$ cat config.mk
export PLATFORM = sky130hd
export DESIGN_NAME = board_interrupt_glue_registers_core
export DESIGN_NICKNAME = d
export VERILOG_FILES = /design/src/rtl/bigr_pkg.sv /design/src/rtl/board_interrupt_glue_registers_core.sv
export VERILOG_INCLUDE_DIRS = /design/src /design/src/rtl
export SDC_FILE = /design/constraint.sdc
export NUM_CORES = 1
export LEC_CHECK = 0
export BUFFER_PORTS_ARGS = -buffer_cell sky130_fd_sc_hd__buf_4
export CORE_MARGIN = 2
export CORE_UTILIZATION = 52
export CTS_BUF_LIST = sky130_fd_sc_hd__clkbuf_4 sky130_fd_sc_hd__clkbuf_8
export DETAILED_ROUTE_END_ITERATION = 12
export PLACE_DENSITY = 0.72
export SLEW_MARGIN = 20
export SYNTH_ARGS = -nofsm -noshare
export SYNTH_HDL_FRONTEND = slang
export SYNTH_SLANG_ARGS = --single-unit
$ cat constraint.sdc
create_clock -name clk -period 3 [get_ports clk]
set_clock_uncertainty 0.2 [all_clocks]
set_input_delay 0.6 -clock clk [delete_from_list [all_inputs] [get_ports clk]]
set_output_delay 0.6 -clock clk [all_outputs]
set_load 0.005 [all_outputs]
$ cat src/rtl/board_interrupt_glue_registers_core_defines.svh
// ----------------------------------------------------------------------------
// Board interrupt glue assertion macros
// Concurrent check wrappers, clocked on clk and disabled while rst_n is low.
// ----------------------------------------------------------------------------
`ifndef BOARD_INTERRUPT_GLUE_REGISTERS_CORE_DEFINES_SVH
`define BOARD_INTERRUPT_GLUE_REGISTERS_CORE_DEFINES_SVH

`ifndef SYNTHESIS
`define BIGR_ASSERT_NOW(label, ante, cons) \
    label: assert property (@(posedge clk) disable iff (!rst_n) (ante) |-> (cons)) \
        else $error("bigr: same-cycle check failed");
`define BIGR_ASSERT_NEXT(label, ante, cons) \
    label: assert property (@(posedge clk) disable iff (!rst_n) (ante) |=> (cons)) \
        else $error("bigr: next-cycle check failed");
`else
`define BIGR_ASSERT_NOW(label, ante, cons)
`define BIGR_ASSERT_NEXT(label, ante, cons)
`endif

`endif

$ cat src/rtl/bigr_pkg.sv
// ----------------------------------------------------------------------------
// Board interrupt glue package
// Widths, command codes, port addresses, signal codes and the line mapping.
// ----------------------------------------------------------------------------
package bigr_pkg;

    localparam int CMD_W      = 2;
    localparam int ADDR_W     = 16;
    localparam int BYTE_W     = 8;
    localparam int SIG_ID_W   = 5;
    localparam int FLAGS_W    = 16;
    localparam int MISC_W     = 3;
    localparam int S_TDATA_W  = 40;
    localparam int M_TDATA_W  = 16;

    typedef logic [CMD_W-1:0]    cmd_t;
    typedef logic [ADDR_W-1:0]   addr_t;
    typedef logic [SIG_ID_W-1:0] sig_id_t;

    localparam cmd_t CMD_WRITE  = 2'd0;
    localparam cmd_t CMD_READ   = 2'd1;
    localparam cmd_t CMD_SIGNAL = 2'd2;

    localparam addr_t PORT_IRQ_EN     = 16'hfd02;
    localparam addr_t PORT_IRQ_STAT   = 16'hfd03;
    localparam addr_t PORT_FIRQ_STAT  = 16'hfd04;
    localparam addr_t PORT_BUSY       = 16'hfd05;
    localparam addr_t PORT_DIRECT     = 16'hfd0f;
    localparam addr_t PORT_RTC        = 16'hfd10;
    localparam addr_t PORT_SIDE_2D    = 16'hfd1c;
    localparam addr_t PORT_DRIVE_2D   = 16'hfd1d;
    localparam addr_t PORT_STAT_2D    = 16'hfd1f;
    localparam addr_t PORT_EXT_IRQ_EN = 16'hfd2c;
    localparam addr_t PORT_SIDE_2HD   = 16'hfd34;
    localparam addr_t PORT_DRIVE_2HD  = 16'hfd35;
    localparam addr_t PORT_STAT_2HD   = 16'hfd37;

    localparam sig_id_t SIG_SUB_BUSY  = 5'd16;
    localparam sig_id_t SIG_DRQ_1M    = 5'd17;
    localparam sig_id_t SIG_DRQ_320K  = 5'd18;
    localparam sig_id_t SIG_RTC_DATA  = 5'd19;
    localparam sig_id_t SIG_RTC_BUSY  = 5'd20;

    localparam logic [BYTE_W-1:0] DRIVE_2D_RESET = 8'h80;
    localparam logic [BYTE_W-1:0] UNMAPPED_DATA  = 8'hff;

    localparam int FLAG_TX   = 0;
    localparam int FLAG_RX   = 1;
    localparam int FLAG_SYN  = 2;
    localparam int IRQ_BASE  = 2;
    localparam int FIRQ_BASE = 12;

    function automatic logic [BYTE_W-1:0] bigr_lines(
        input logic [FLAGS_W-1:0] flags,
        input logic [BYTE_W-1:0]  irq_en,
        input logic [BYTE_W-1:0]  ext_en
    );
        logic [BYTE_W-1:0] l;
        l[0] = flags[IRQ_BASE+8] & irq_en[4];
        l[1] = (flags[IRQ_BASE+1] & irq_en[7]) | flags[FIRQ_BASE+1];
        l[2] = (flags[IRQ_BASE+5] & ext_en[3]) | flags[IRQ_BASE+6];
        l[3] = flags[FIRQ_BASE+0] | flags[FIRQ_BASE+2] | flags[FIRQ_BASE+3];
        l[4] = (flags[FLAG_TX] & irq_en[1]) | (flags[FLAG_RX] & irq_en[2])
             | (flags[FLAG_SYN] & irq_en[3]);
        l[5] = flags[IRQ_BASE+2] | flags[IRQ_BASE+9];
        l[6] = flags[IRQ_BASE+4] & irq_en[5];
        l[7] = flags[IRQ_BASE+7] & irq_en[0];
        return l;
    endfunction

endpackage

$ cat src/rtl/board_interrupt_glue_registers_core.sv
// ----------------------------------------------------------------------------
// Board interrupt glue registers core
// I/O register file, interrupt source flags and interrupt line mapping.
// ----------------------------------------------------------------------------
// The slave stream carries one command per transfer: an I/O write, an I/O
// read, or a source signal event (tuser holds the command). The master stream
// returns one transfer per command with the read data and the eight
// interrupt lines, recomputed from the register state after the command.
// A command waits in the input register until it advances; it is then
// decoded against the register state and its result is registered and
// presented. One command is accepted every cycle while the receiver takes
// results; the input register and the result register make a two-entry
// pipeline whose only shared resource is the register file, updated in the
// second stage. Reset clears both valid flags and the register file, except
// the 2D drive register, which comes up as 0x80. When the receiver stalls,
// the result register holds, the input register fills, and s_axis_tready
// drops until the result is taken; nothing is lost or repeated.
// ----------------------------------------------------------------------------
`include "board_interrupt_glue_registers_core_defines.svh"

module board_interrupt_glue_registers_core (
    input  logic                            clk,
    input  logic                            rst_n,
    input  logic                            s_axis_tvalid,
    output logic                            s_axis_tready,
    // port_addr[15:0], wdata[23:16], signal_id[28:24], signal_mask[36:29], zero pad
    input  logic [bigr_pkg::S_TDATA_W-1:0]  s_axis_tdata,
    // cmd[1:0]
    input  logic [bigr_pkg::CMD_W-1:0]      s_axis_tuser,
    output logic                            m_axis_tvalid,
    input  logic                            m_axis_tready,
    // rdata[7:0], int_lines[15:8]
    output logic [bigr_pkg::M_TDATA_W-1:0]  m_axis_tdata
);
    import bigr_pkg::*;

    logic                in_valid_reg;
    cmd_t                in_cmd_reg;
    addr_t               in_addr_reg;
    logic [BYTE_W-1:0]   in_wdata_reg;
    sig_id_t             in_id_reg;
    logic [BYTE_W-1:0]   in_mask_reg;

    logic                out_valid_reg;
    logic [BYTE_W-1:0]   out_rdata_reg;
    logic [BYTE_W-1:0]   out_lines_reg;

    logic [BYTE_W-1:0]   irq_en_reg, irq_en_next;
    logic [BYTE_W-1:0]   ext_en_reg, ext_en_next;
    logic [BYTE_W-1:0]   direct_reg, direct_next;
    logic [BYTE_W-1:0]   side_2d_reg, side_2d_next;
    logic [BYTE_W-1:0]   drive_2d_reg, drive_2d_next;
    logic [BYTE_W-1:0]   side_2hd_reg, side_2hd_next;
    logic [BYTE_W-1:0]   drive_2hd_reg, drive_2hd_next;
    logic [BYTE_W-1:0]   rtc_reg, rtc_next;
    logic [FLAGS_W-1:0]  flags_reg, flags_next;
    logic [MISC_W-1:0]   misc_reg, misc_next;

    logic                advance;
    logic                sig_on;
    logic [BYTE_W-1:0]   read_data;
    logic [BYTE_W-1:0]   rdata_next;
    logic [BYTE_W-1:0]   lines_next;
    logic [BYTE_W-1:0]   lines_state;

    assign advance       = in_valid_reg && (!out_valid_reg || m_axis_tready);
    assign s_axis_tready = !in_valid_reg || advance;
    assign m_axis_tvalid = out_valid_reg;
    assign m_axis_tdata  = {out_lines_reg, out_rdata_reg};
    assign sig_on        = |(in_wdata_reg & in_mask_reg);

    always_ff @(posedge clk or negedge rst_n)
    begin
        if (!rst_n)
        begin
            in_valid_reg <= 1'b0;
        end
        else if (s_axis_tready)
        begin
            in_valid_reg <= s_axis_tvalid;
        end
    end

    always_ff @(posedge clk)
    begin
        if (s_axis_tready && s_axis_tvalid)
        begin
            in_cmd_reg   <= s_axis_tuser;
            in_addr_reg  <= s_axis_tdata[15:0];
            in_wdata_reg <= s_axis_tdata[23:16];
            in_id_reg    <= s_axis_tdata[28:24];
            in_mask_reg  <= s_axis_tdata[36:29];
        end
    end

    // register file update
    always_comb
    begin
        irq_en_next    = irq_en_reg;
        ext_en_next    = ext_en_reg;
        direct_next    = direct_reg;
        side_2d_next   = side_2d_reg;
        drive_2d_next  = drive_2d_reg;
        side_2hd_next  = side_2hd_reg;
        drive_2hd_next = drive_2hd_reg;
        rtc_next       = rtc_reg;
        flags_next     = flags_reg;
        misc_next      = misc_reg;
        if (in_cmd_reg == CMD_WRITE)
        begin
            unique case (in_addr_reg)
                PORT_IRQ_EN:     irq_en_next    = in_wdata_reg;
                PORT_DIRECT:     direct_next    = in_wdata_reg;
                PORT_SIDE_2D:    side_2d_next   = in_wdata_reg;
                PORT_DRIVE_2D:   drive_2d_next  = in_wdata_reg;
                PORT_EXT_IRQ_EN: ext_en_next    = in_wdata_reg;
                PORT_SIDE_2HD:   side_2hd_next  = in_wdata_reg;
                PORT_DRIVE_2HD:  drive_2hd_next = in_wdata_reg;
                default:         ;
            endcase
        end
        else if (in_cmd_reg == CMD_SIGNAL)
        begin
            if (!in_id_reg[4])
            begin
                flags_next[in_id_reg[3:0]] = sig_on;
            end
            else
            begin
                unique case (in_id_reg) inside
                    SIG_SUB_BUSY:               misc_next[0] = sig_on;
                    SIG_DRQ_1M:                 misc_next[1] = sig_on;
                    SIG_DRQ_320K:               misc_next[2] = sig_on;
                    SIG_RTC_DATA, SIG_RTC_BUSY:
                        rtc_next = (in_wdata_reg & in_mask_reg) | (rtc_reg & ~in_mask_reg);
                    default:                    ;
                endcase
            end
        end
    end

    // read decode
    always_comb
    begin
        read_data = '0;
        unique case (in_addr_reg)
            PORT_IRQ_STAT:
            begin
                read_data[0] = flags_reg[IRQ_BASE+8];
                read_data[1] = flags_reg[IRQ_BASE+7];
                read_data[3] = flags_reg[IRQ_BASE+4];
                read_data[4] = flags_reg[IRQ_BASE+3];
                read_data[5] = flags_reg[IRQ_BASE+2];
                read_data[6] = flags_reg[IRQ_BASE+1];
                read_data[7] = flags_reg[FLAG_TX] | flags_reg[FLAG_RX] | flags_reg[FLAG_SYN];
            end
            PORT_FIRQ_STAT:
            begin
                read_data[0] = flags_reg[FIRQ_BASE+0];
                read_data[1] = flags_reg[FIRQ_BASE+1];
                read_data[7] = flags_reg[FIRQ_BASE+2];
            end
            PORT_BUSY:       read_data[7] = misc_reg[0];
            PORT_DIRECT:     read_data = direct_reg;
            PORT_RTC:        read_data = rtc_reg;
            PORT_SIDE_2D:    read_data = side_2d_reg;
            PORT_DRIVE_2D:   read_data = drive_2d_reg;
            PORT_STAT_2D:
            begin
                read_data[6] = flags_reg[IRQ_BASE+4];
                read_data[7] = misc_reg[2];
            end
            PORT_EXT_IRQ_EN:
            begin
                read_data[2] = flags_reg[IRQ_BASE+6];
                read_data[6] = flags_reg[IRQ_BASE+5];
            end
            PORT_SIDE_2HD:   read_data = side_2hd_reg;
            PORT_DRIVE_2HD:  read_data = drive_2hd_reg;
            PORT_STAT_2HD:
            begin
                read_data[6] = flags_reg[IRQ_BASE+5];
                read_data[7] = misc_reg[1];
            end
            default:         read_data = UNMAPPED_DATA;
        endcase
    end

    assign rdata_next  = (in_cmd_reg == CMD_READ) ? read_data : '0;
    assign lines_next  = bigr_lines(flags_next, irq_en_next, ext_en_next);
    assign lines_state = bigr_lines(flags_reg, irq_en_reg, ext_en_reg);

    always_ff @(posedge clk or negedge rst_n)
    begin
        if (!rst_n)
        begin
            irq_en_reg    <= '0;
            ext_en_reg    <= '0;
            direct_reg    <= '0;
            side_2d_reg   <= '0;
            drive_2d_reg  <= DRIVE_2D_RESET;
            side_2hd_reg  <= '0;
            drive_2hd_reg <= '0;
            rtc_reg       <= '0;
            flags_reg     <= '0;
            misc_reg      <= '0;
        end
        else if (advance)
        begin
            irq_en_reg    <= irq_en_next;
            ext_en_reg    <= ext_en_next;
            direct_reg    <= direct_next;
            side_2d_reg   <= side_2d_next;
            drive_2d_reg  <= drive_2d_next;
            side_2hd_reg  <= side_2hd_next;
            drive_2hd_reg <= drive_2hd_next;
            rtc_reg       <= rtc_next;
            flags_reg     <= flags_next;
            misc_reg      <= misc_next;
        end
    end

    always_ff @(posedge clk or negedge rst_n)
    begin
        if (!rst_n)
        begin
            out_valid_reg <= 1'b0;
        end
        else if (!out_valid_reg || m_axis_tready)
        begin
            out_valid_reg <= in_valid_reg;
        end
    end

    always_ff @(posedge clk)
    begin
        if (advance)
        begin
            out_rdata_reg <= rdata_next;
            out_lines_reg <= lines_next;
        end
    end

    `BIGR_ASSERT_NOW(a_result_from_pipe, $rose(out_valid_reg), $past(advance))
    `BIGR_ASSERT_NEXT(a_lines_match_state, advance, out_lines_reg == lines_state)
    `BIGR_ASSERT_NEXT(a_rdata_zero_non_read,
        advance && (in_cmd_reg != CMD_READ), out_rdata_reg == '0)
    `BIGR_ASSERT_NOW(a_drive_2d_write_only, !$stable(drive_2d_reg),
        $past(advance) && ($past(in_cmd_reg) == CMD_WRITE)
        && ($past(in_addr_reg) == PORT_DRIVE_2D))

endmodule

==> results.cfg, run 1 <==
[run_status]
status = finished, final reports clean

[floorplanning]
die_w_um = 113
rows = 39
io_pins = 64
start_util = 0.537
core_area_um2 = 11500
dieArea_um2 = 12700
fp.dieH_um = 113

[hold_path]
holdPathStages = 1
hold_path_class = input pin to flip-flop

[yosys]
ys_async_sr_fraction = 0.583
yosys_most_used_dff = dfrtp_1
ys_types = 67
avgSynthCellArea_um2 = 12.9
netlist_area_um2 = 6160
synth-edff-count = 55
syn_nets = 525
yosysSeqAreaShare = 0.581
synth_seq_cells = 132
yosys_warnings = 0
synthCells = 479

[critical_path]
startpoint_type = flip-flop
arrival_ns = 2.94
crit_type = flip-flop to flip-flop
path_max_fanout = 7
rr_worst_depth = 4
cp_data_required_time_ns = 3.14
worstSetupEndpointType = flip-flop

[sta]
fin_crit_sh = 0.935
period_needed_ns = 2.81
fmaxAchievable_ghz = 0.356
setup_viol = 0
hold_viol = 0
finalSetupTns_ns = 0
tightest_slew_ns = 0.557
drv_slew = 0
fin_ws_ns = 0.195
max-slew-margin-rel = 0.627
hold_slack_ns = 0.115
rsz0062_at_grt = no

[grt]
gr-usage-met1 = 0.318
grt_overflow = 0
grt_pass1_wl_um = 23300
use_met3 = 0.0584
gr-usage-met2 = 0.380
antenna_found_initial = 0
grt_start_max_net_pins = 78
busiest_layer = met2
grt_usage = 0.241
grt_pass1_vias = 4462

[finish]
fillCellCount = 860
syn_to_final_growth_pct = 19.9
layout_common_cells = buf_4, dfrtp_1, mux2_2
utilization = 0.644
drive_gt1_frac = 0.378
nets = 612
largest_reg_flops = 16
layout_commonest_cell = buf_4
multiInputGateArea_um2 = 2410
seqCellArea_um2 = 3580
fin_area_um2 = 7380
diodes = 0

[power]
pwr_density_cell_nw_per_um2 = 561
p_leak_nw = 3.12
ir_drop_v = 0.000356

[placement]
io_buffers = 60
gp_congestion = 0.923
place_hpwl_um = 10100
place_area_um2 = 6920
post-place-ws_ns = 0.211

[detailed_routing]
dr.first_iter.drc_count = 349
ant_nets = 0
drc_errors = 0
wl_per_cell_um = 19.8
finalWirelength_um = 14300
via_per_inst = 6.03
vias = 4351
firstDrtPassIters = 6

[run]
drv_cap = 0

[clocking]
path_clk_slew_ns = 0.08
htreeDepth = 4
clkLatencyLatePin_ns = 0.45
root_buffer = clkbuf_8
cts_tree = done
cts_buffer_depth = 2
cts.repair.resized = 0
numCtsBuffers = 17
cts.sinks = 132
## worst max-delay path, stage by stage, from the launching register on
cell and delay (ns):
edfxtp_1 0.47, or4_1 0.68, or4_1 0.77, nor2_8 0.22, mux2_2 0.36
## Yosys cell counts, drive strengths merged (2+ instances only)
master | n | area, µm²
dfrtp | 76 | 1900
mux2 | 72 | 811
edfxtp | 55 | 1650
nand2 | 34 | 128
nor2 | 32 | 146
clkbuf | 19 | 81.3
mux2i | 18 | 180
o21ai | 17 | 85.1
nand4 | 11 | 68.8
a31oi | 10 | 62.6
nor4 | 10 | 103
buf | 9 | 56.3
nor3 | 9 | 45.0
a21oi | 8 | 40.0
nand2b | 7 | 43.8
nand3 | 7 | 35.0
a221oi | 6 | 52.6
a222oi | 6 | 60.1
a22o | 6 | 52.6
or4 | 6 | 50.1
nor2b | 5 | 31.3
a22oi | 4 | 30.0
inv | 4 | 15.0
nor3b | 4 | 35.0
a32o | 3 | 30.0
and4 | 3 | 26.3
nand3b | 3 | 22.5
nand4b | 3 | 26.3
or4b | 3 | 30.0
or4bb | 3 | 35.0
and2 | 2 | 12.5
and3 | 2 | 12.5
o211ai | 2 | 15.0
or2 | 2 | 12.5
## final cells by class
cell class	instances	area share
Clock buffer	19	0.0346
Clock inverter	13	0.0266
Inverter	5	0.00254
Multi-Input combinational cell	313	0.327
Sequential cell	132	0.485
Tap cell	143	0.0242
Timing Repair Buffer	97	0.101
## path summary, 6_finish.rpt
path / startpoint / end / slack [ns]
min in group asynchronous: rst_n / in_valid_reg$_DFFE_PN0N_ / 0.48
setup / recovery: in_addr_reg[7]$_DFFE_PP_ / irq_en_reg[7]$_DFFE_PN0P_ / 0.19
hold reg to reg: in_valid_reg$_DFFE_PN0N_ / m_axis_tvalid$_DFFE_PN0P_ / 0.30
setup reg to reg: in_addr_reg[7]$_DFFE_PP_ / irq_en_reg[7]$_DFFE_PN0P_ / 0.19
max in group asynchronous: rst_n / drive_2d_reg[7]$_DFFE_PN1P_ / 1.73
hold / removal: s_axis_tdata[22] / in_wdata_reg[6]$_DFFE_PP_ / 0.12
## timing repair
action | in CTS | in global routing
hold endpoints to repair | 76 | 0
setup buffers | 0 | 0
hold buffers | 1 | 0
## per-stage QoR
step,power (mW),cells
6_report,4.14,722
2_1_floorplan,2.29,479
3_5_place_dp,2.49,689
3_3_place_gp,2.47,689
5_1_grt,4.31,722
4_1_cts,4.17,722
## report_power, final
group          internal [mW]  switching, mW  leakage [nW]  total (mW)
Sequential              2.01         0.0912          1.59        2.10
Clock                  0.952          0.739         0.227        1.69
Combinational          0.165          0.185          1.30       0.350
Total                   3.13           1.02          3.12        4.14
## logic make-up after synthesis
group	share of synthesized area
muxes	0.161
buffers and inverters	0.0270
AOI/OAI and AO/OA	0.0817
DFF	0.581
xor gates and xnor gates	0.00142
and+or+nand+nor	0.148
## layer usage
| layer | up-vias | wire [µm] |
|---|---|---|
| met1 | 2143 | 6120 |
| met5 | - | 0 |
| li1 | 2000 | - |
| met4 | 0 | 406 |
| met2 | 174 | 6910 |
| met3 | 34 | 848 |
(Power assumes the default switching activity.)
==> run 2: changes to the inputs <==
- clock period: 3 -> 3.35 ns (I/O delays scaled with it)
==> results.cfg, run 2 (same netlist as run 1, synthesis figures left out) <==
[placement]
post-place-ws_ns = 0.470
io_buffers = 60
place_area_um2 = 6810
gp_congestion = 0.910
place_hpwl_um = 9960

[finish]
layout_commonest_cell = buf_4
syn_to_final_growth_pct = 17.6
largest_reg_flops = 16
layout_common_cells = buf_4, dfrtp_1, mux2_2
diodes = 0
nets = 597
fin_area_um2 = 7240
drive_gt1_frac = 0.363

[floorplanning]
start_util = 0.537
core_area_um2 = 11500
io_pins = 64
dieArea_um2 = 12700
die_w_um = 113
fp.dieH_um = 113
rows = 39

[clocking]
postCtsSetupBuffers = 0
cts_buffer_depth = 2
cts_tree = done
postCtsHoldBufs = 0
cts.repair.resized = 0
cts.sinks = 132
htreeDepth = 4
root_buffer = clkbuf_8
path_clk_slew_ns = 0.07
numCtsBuffers = 17
clkLatencyLatePin_ns = 0.45

[sta]
hold_viol = 0
finalSetupTns_ns = 0
fmaxAchievable_ghz = 0.347
period_needed_ns = 2.88
rsz0062_at_grt = no
fin_crit_sh = 0.860
hold_slack_ns = 0.156
drv_slew = 0
max-slew-margin-rel = 0.346
fin_ws_ns = 0.467
tightest_slew_ns = 0.981
setup_viol = 0

[power]
pwr_density_cell_nw_per_um2 = 500
ir_drop_v = 0.000342
p_leak_nw = 3.03
totalPowerFinal_mw = 3.62

[detailed_routing]
via_per_inst = 6.12
vias = 4325
dr.first_iter.drc_count = 393
finalWirelength_um = 14200
drc_errors = 0
wl_per_cell_um = 20.2
firstDrtPassIters = 7
ant_nets = 0

[critical_path]
worstSetupEndpointType = flip-flop
rr_worst_depth = 4
r2r-end = irq_en_reg[7]$_DFFE_PN0P_
cp_data_required_time_ns = 3.47
startpoint_type = flip-flop
cp_slowest_cell = or4_1
slowest_delay_ns = 0.76
path_max_fanout = 10
arrival_ns = 3.01
crit_top_cell = or4_1
timing.rr.start = in_addr_reg[5]$_DFFE_PP_
crit_chain = or4_1, or4_1, nor2_8, mux2_2
crit_type = flip-flop to flip-flop
regToRegSetupSlack_ns = 0.47

[grt]
grt_usage = 0.239
grt_start_max_net_pins = 78
grt_pass1_vias = 4314
grt_pass1_wl_um = 23000
antenna_found_initial = 0
grt_overflow = 0

[hold_path]
hold_path_class = input pin to async pin

[run]
drv_cap = 0

[run_status]
status = finished, final reports clean
run 2: changes by cell type in the layout (fill, tap and decap cells not counted):
| cell | before | now |
|---|---|---|
| clkbuf_8 | 18 | 20 |
| inv_8 | 1 | 0 |
| buf_12 | 1 | 0 |
| dlygate4sd3_1 | 1 | 0 |
| buf_4 | 95 | 82 |
| bufinv_16 | 4 | 3 |
| clkinv_2 | 1 | 2 |
| clkinv_4 | 3 | 4 |
| inv_6 | 3 | 1 |
run 2: how the worst max path moves through the flow:
stage                                        end  slack, ns                startpoint  depth (start not counted)
floorplan           drive_2hd_reg[0]$_DFFE_PN0P_       0.48             m_axis_tready                          7
global placement       irq_en_reg[4]$_DFFE_PN0P_       0.51  in_addr_reg[5]$_DFFE_PP_                          4
detailed placement     irq_en_reg[7]$_DFFE_PN0P_       0.47  in_addr_reg[5]$_DFFE_PP_                          4
CTS                    irq_en_reg[7]$_DFFE_PN0P_       0.46  in_addr_reg[5]$_DFFE_PP_                          4
global route           irq_en_reg[7]$_DFFE_PN0P_       0.39  in_addr_reg[5]$_DFFE_PP_                          4
finish                 irq_en_reg[7]$_DFFE_PN0P_       0.47  in_addr_reg[5]$_DFFE_PP_                          4
run 2: per-layer routing:
metal / up-vias / track usage / share of wire
li1: 1976 / - / -
met1: 2154 / 0.317 / 0.43
met2: 165 / 0.386 / 0.49
met3: 30 / 0.0514 / 0.052
met4: 0 / 0.0943 / 0.032
met5: - / 0 / 0
run 2: cell type report:
class / count / area, µm²
clock buffer: 21 / 283
sequential: 132 / 3580
multi-input combinational: 313 / 2410
inverter: 5 / 18.8
timing repair buffer: 82 / 616
clock inverter: 11 / 151
tap: 143 / 179
fill: 866 / 4230
run 2: per-stage QoR:
| stage | util | instances |
|---|---|---|
| floorplan | - | 479 |
| global placement | 0.593 | 675 |
| detailed placement | 0.593 | 675 |
| CTS | 0.631 | 707 |
| global route | 0.631 | 707 |
| finish | 0.631 | 707 |
run 2: worst max-delay path, delay by kind of cell, from the launching register on:
kind	cells	cell delay (ns)
simple gates	3	1.70
flops	1	0.51
mux	1	0.35
run 2: power breakdown:
| part | total (mW) | internal [mW] | leakage [nW] | switching, mW |
|---|---|---|---|---|
| Clock | 1.43 | 0.808 | 0.220 | 0.626 |
| Sequential | 1.89 | 1.80 | 1.59 | 0.0932 |
| Combinational | 0.289 | 0.138 | 1.23 | 0.152 |
| Total | 3.62 | 2.75 | 3.03 | 0.871 |
==> run 3: changes to the inputs <==
- PLACE_DENSITY: 0.72 -> not set
- PLACE_DENSITY_LB_ADDON: not set -> 0.12
==> results.cfg, run 3 (same netlist as run 1, synthesis figures left out) <==
[floorplanning]
rows = 39
start_util = 0.537
fp.dieH_um = 113
io_pins = 64
dieArea_um2 = 12700
die_w_um = 113
core_area_um2 = 11500

[detailed_routing]
drc_errors = 0
dr.first_iter.drc_count = 395
wl_per_cell_um = 20.2
ant_nets = 0
vias = 4267
firstDrtPassIters = 5
via_per_inst = 6.05
finalWirelength_um = 14300

[sta]
max-slew-margin-rel = 0.327
drv_slew = 0
period_needed_ns = 2.92
fmaxAchievable_ghz = 0.343
fin_ws_ns = 0.432
hold_slack_ns = 0.165
tightest_slew_ns = 1.01
finalSetupTns_ns = 0
fin_crit_sh = 0.871
rsz0062_at_grt = no
setup_viol = 0
hold_viol = 0

[clocking]
numCtsBuffers = 17
cts.repair.resized = 0
postCtsSetupBuffers = 0
clkLatencyLatePin_ns = 0.44
cts_buffer_depth = 2
cts.sinks = 132
htreeDepth = 4
cts_tree = done
postCtsHoldBufs = 0
path_clk_slew_ns = 0.07
root_buffer = clkbuf_8

[placement]
dp.cells = 673
post-place-ws_ns = 0.444
place_area_um2 = 6790
io_buffers = 60
gp_congestion = 0.885
place_hpwl_um = 9920

[critical_path]
cp_data_required_time_ns = 3.47
r2r-end = irq_en_reg[0]$_DFFE_PN0P_
timing.rr.start = in_addr_reg[5]$_DFFE_PP_
worstSetupEndpointType = flip-flop
arrival_ns = 3.04
startpoint_type = flip-flop
crit_type = flip-flop to flip-flop
regToRegSetupSlack_ns = 0.43
rr_worst_depth = 4
path_max_fanout = 10

[hold_path]
hold_path_class = input pin to async pin

[grt]
grt_pass1_wl_um = 23000
grt_usage = 0.239
grt_start_max_net_pins = 78
antenna_found_initial = 0
grt_overflow = 0
grt_pass1_vias = 4357

[finish]
syn_to_final_growth_pct = 17.5
seqCellArea_um2 = 3580
layoutNonFillerInstCount = 705
multiInputGateArea_um2 = 2410
nets = 595
layout_commonest_cell = buf_4
utilization = 0.631
fillCellCount = 858
drive_gt1_frac = 0.359
diodes = 0
fin_area_um2 = 7230
layout_common_cells = buf_4, dfrtp_1, mux2_2
largest_reg_flops = 16

[run_status]
status = finished, final reports clean

[power]
ir_drop_v = 0.000323
p_leak_nw = 3.02
totalPowerFinal_mw = 3.66
pwr_density_cell_nw_per_um2 = 506

[run]
drv_cap = 0
==> run 3: cell count changes in the layout (fill, tap and decap cells not counted), sizes merged <==
cell / change
bufinv: +1
buf: -2
clkbuf: +2
inv: -1
clkinvlp: +2
clkinv: -4
==> run 3: metal layers <==
| layer | wire length, µm | GRT usage | vias to the layer above |
|---|---|---|---|
| met5 | 0 | 0 | - |
| met3 | 897 | 0.0568 | 30 |
| met4 | 499 | 0.114 | 0 |
| li1 | - | - | 1978 |
| met2 | 6690 | 0.370 | 149 |
| met1 | 6160 | 0.323 | 2110 |
==> run 3: area by class of cell <==
cell class	count	share of cell area
well taps	143	0.0247
flip-flops and latches	132	0.495
repair buffers	80	0.0830
clock inverters	9	0.0209
multi-input cells	313	0.334
clock buffers	23	0.0403
inverters	5	0.00259
==> run 3: critical path: stages (launching register included) <==
cell and delay, ns:
edfxtp_1 0.50, or4_1 0.73, or4_1 0.77, nor2_8 0.24
mux2_2 0.36
==> run 3: worst max-delay path by stage <==
stage,start,slack (ns),cells past startpoint,to
floorplan,m_axis_tready,0.48,7,drive_2hd_reg[0]$_DFFE_PN0P_
global placement,in_addr_reg[5]$_DFFE_PP_,0.50,4,irq_en_reg[4]$_DFFE_PN0P_
detailed placement,in_addr_reg[5]$_DFFE_PP_,0.44,4,irq_en_reg[0]$_DFFE_PN0P_
CTS,in_addr_reg[5]$_DFFE_PP_,0.43,4,irq_en_reg[0]$_DFFE_PN0P_
global route,in_addr_reg[5]$_DFFE_PP_,0.35,4,out_lines_reg[1]$_DFFE_PP_
finish,in_addr_reg[5]$_DFFE_PP_,0.43,4,irq_en_reg[0]$_DFFE_PN0P_
==> run 3: where the power goes <==
part	internal, mW	total (mW)	switching (mW)
clock network	0.880	1.48	0.596
logic	0.137	0.289	0.152
registers	1.80	1.89	0.0911
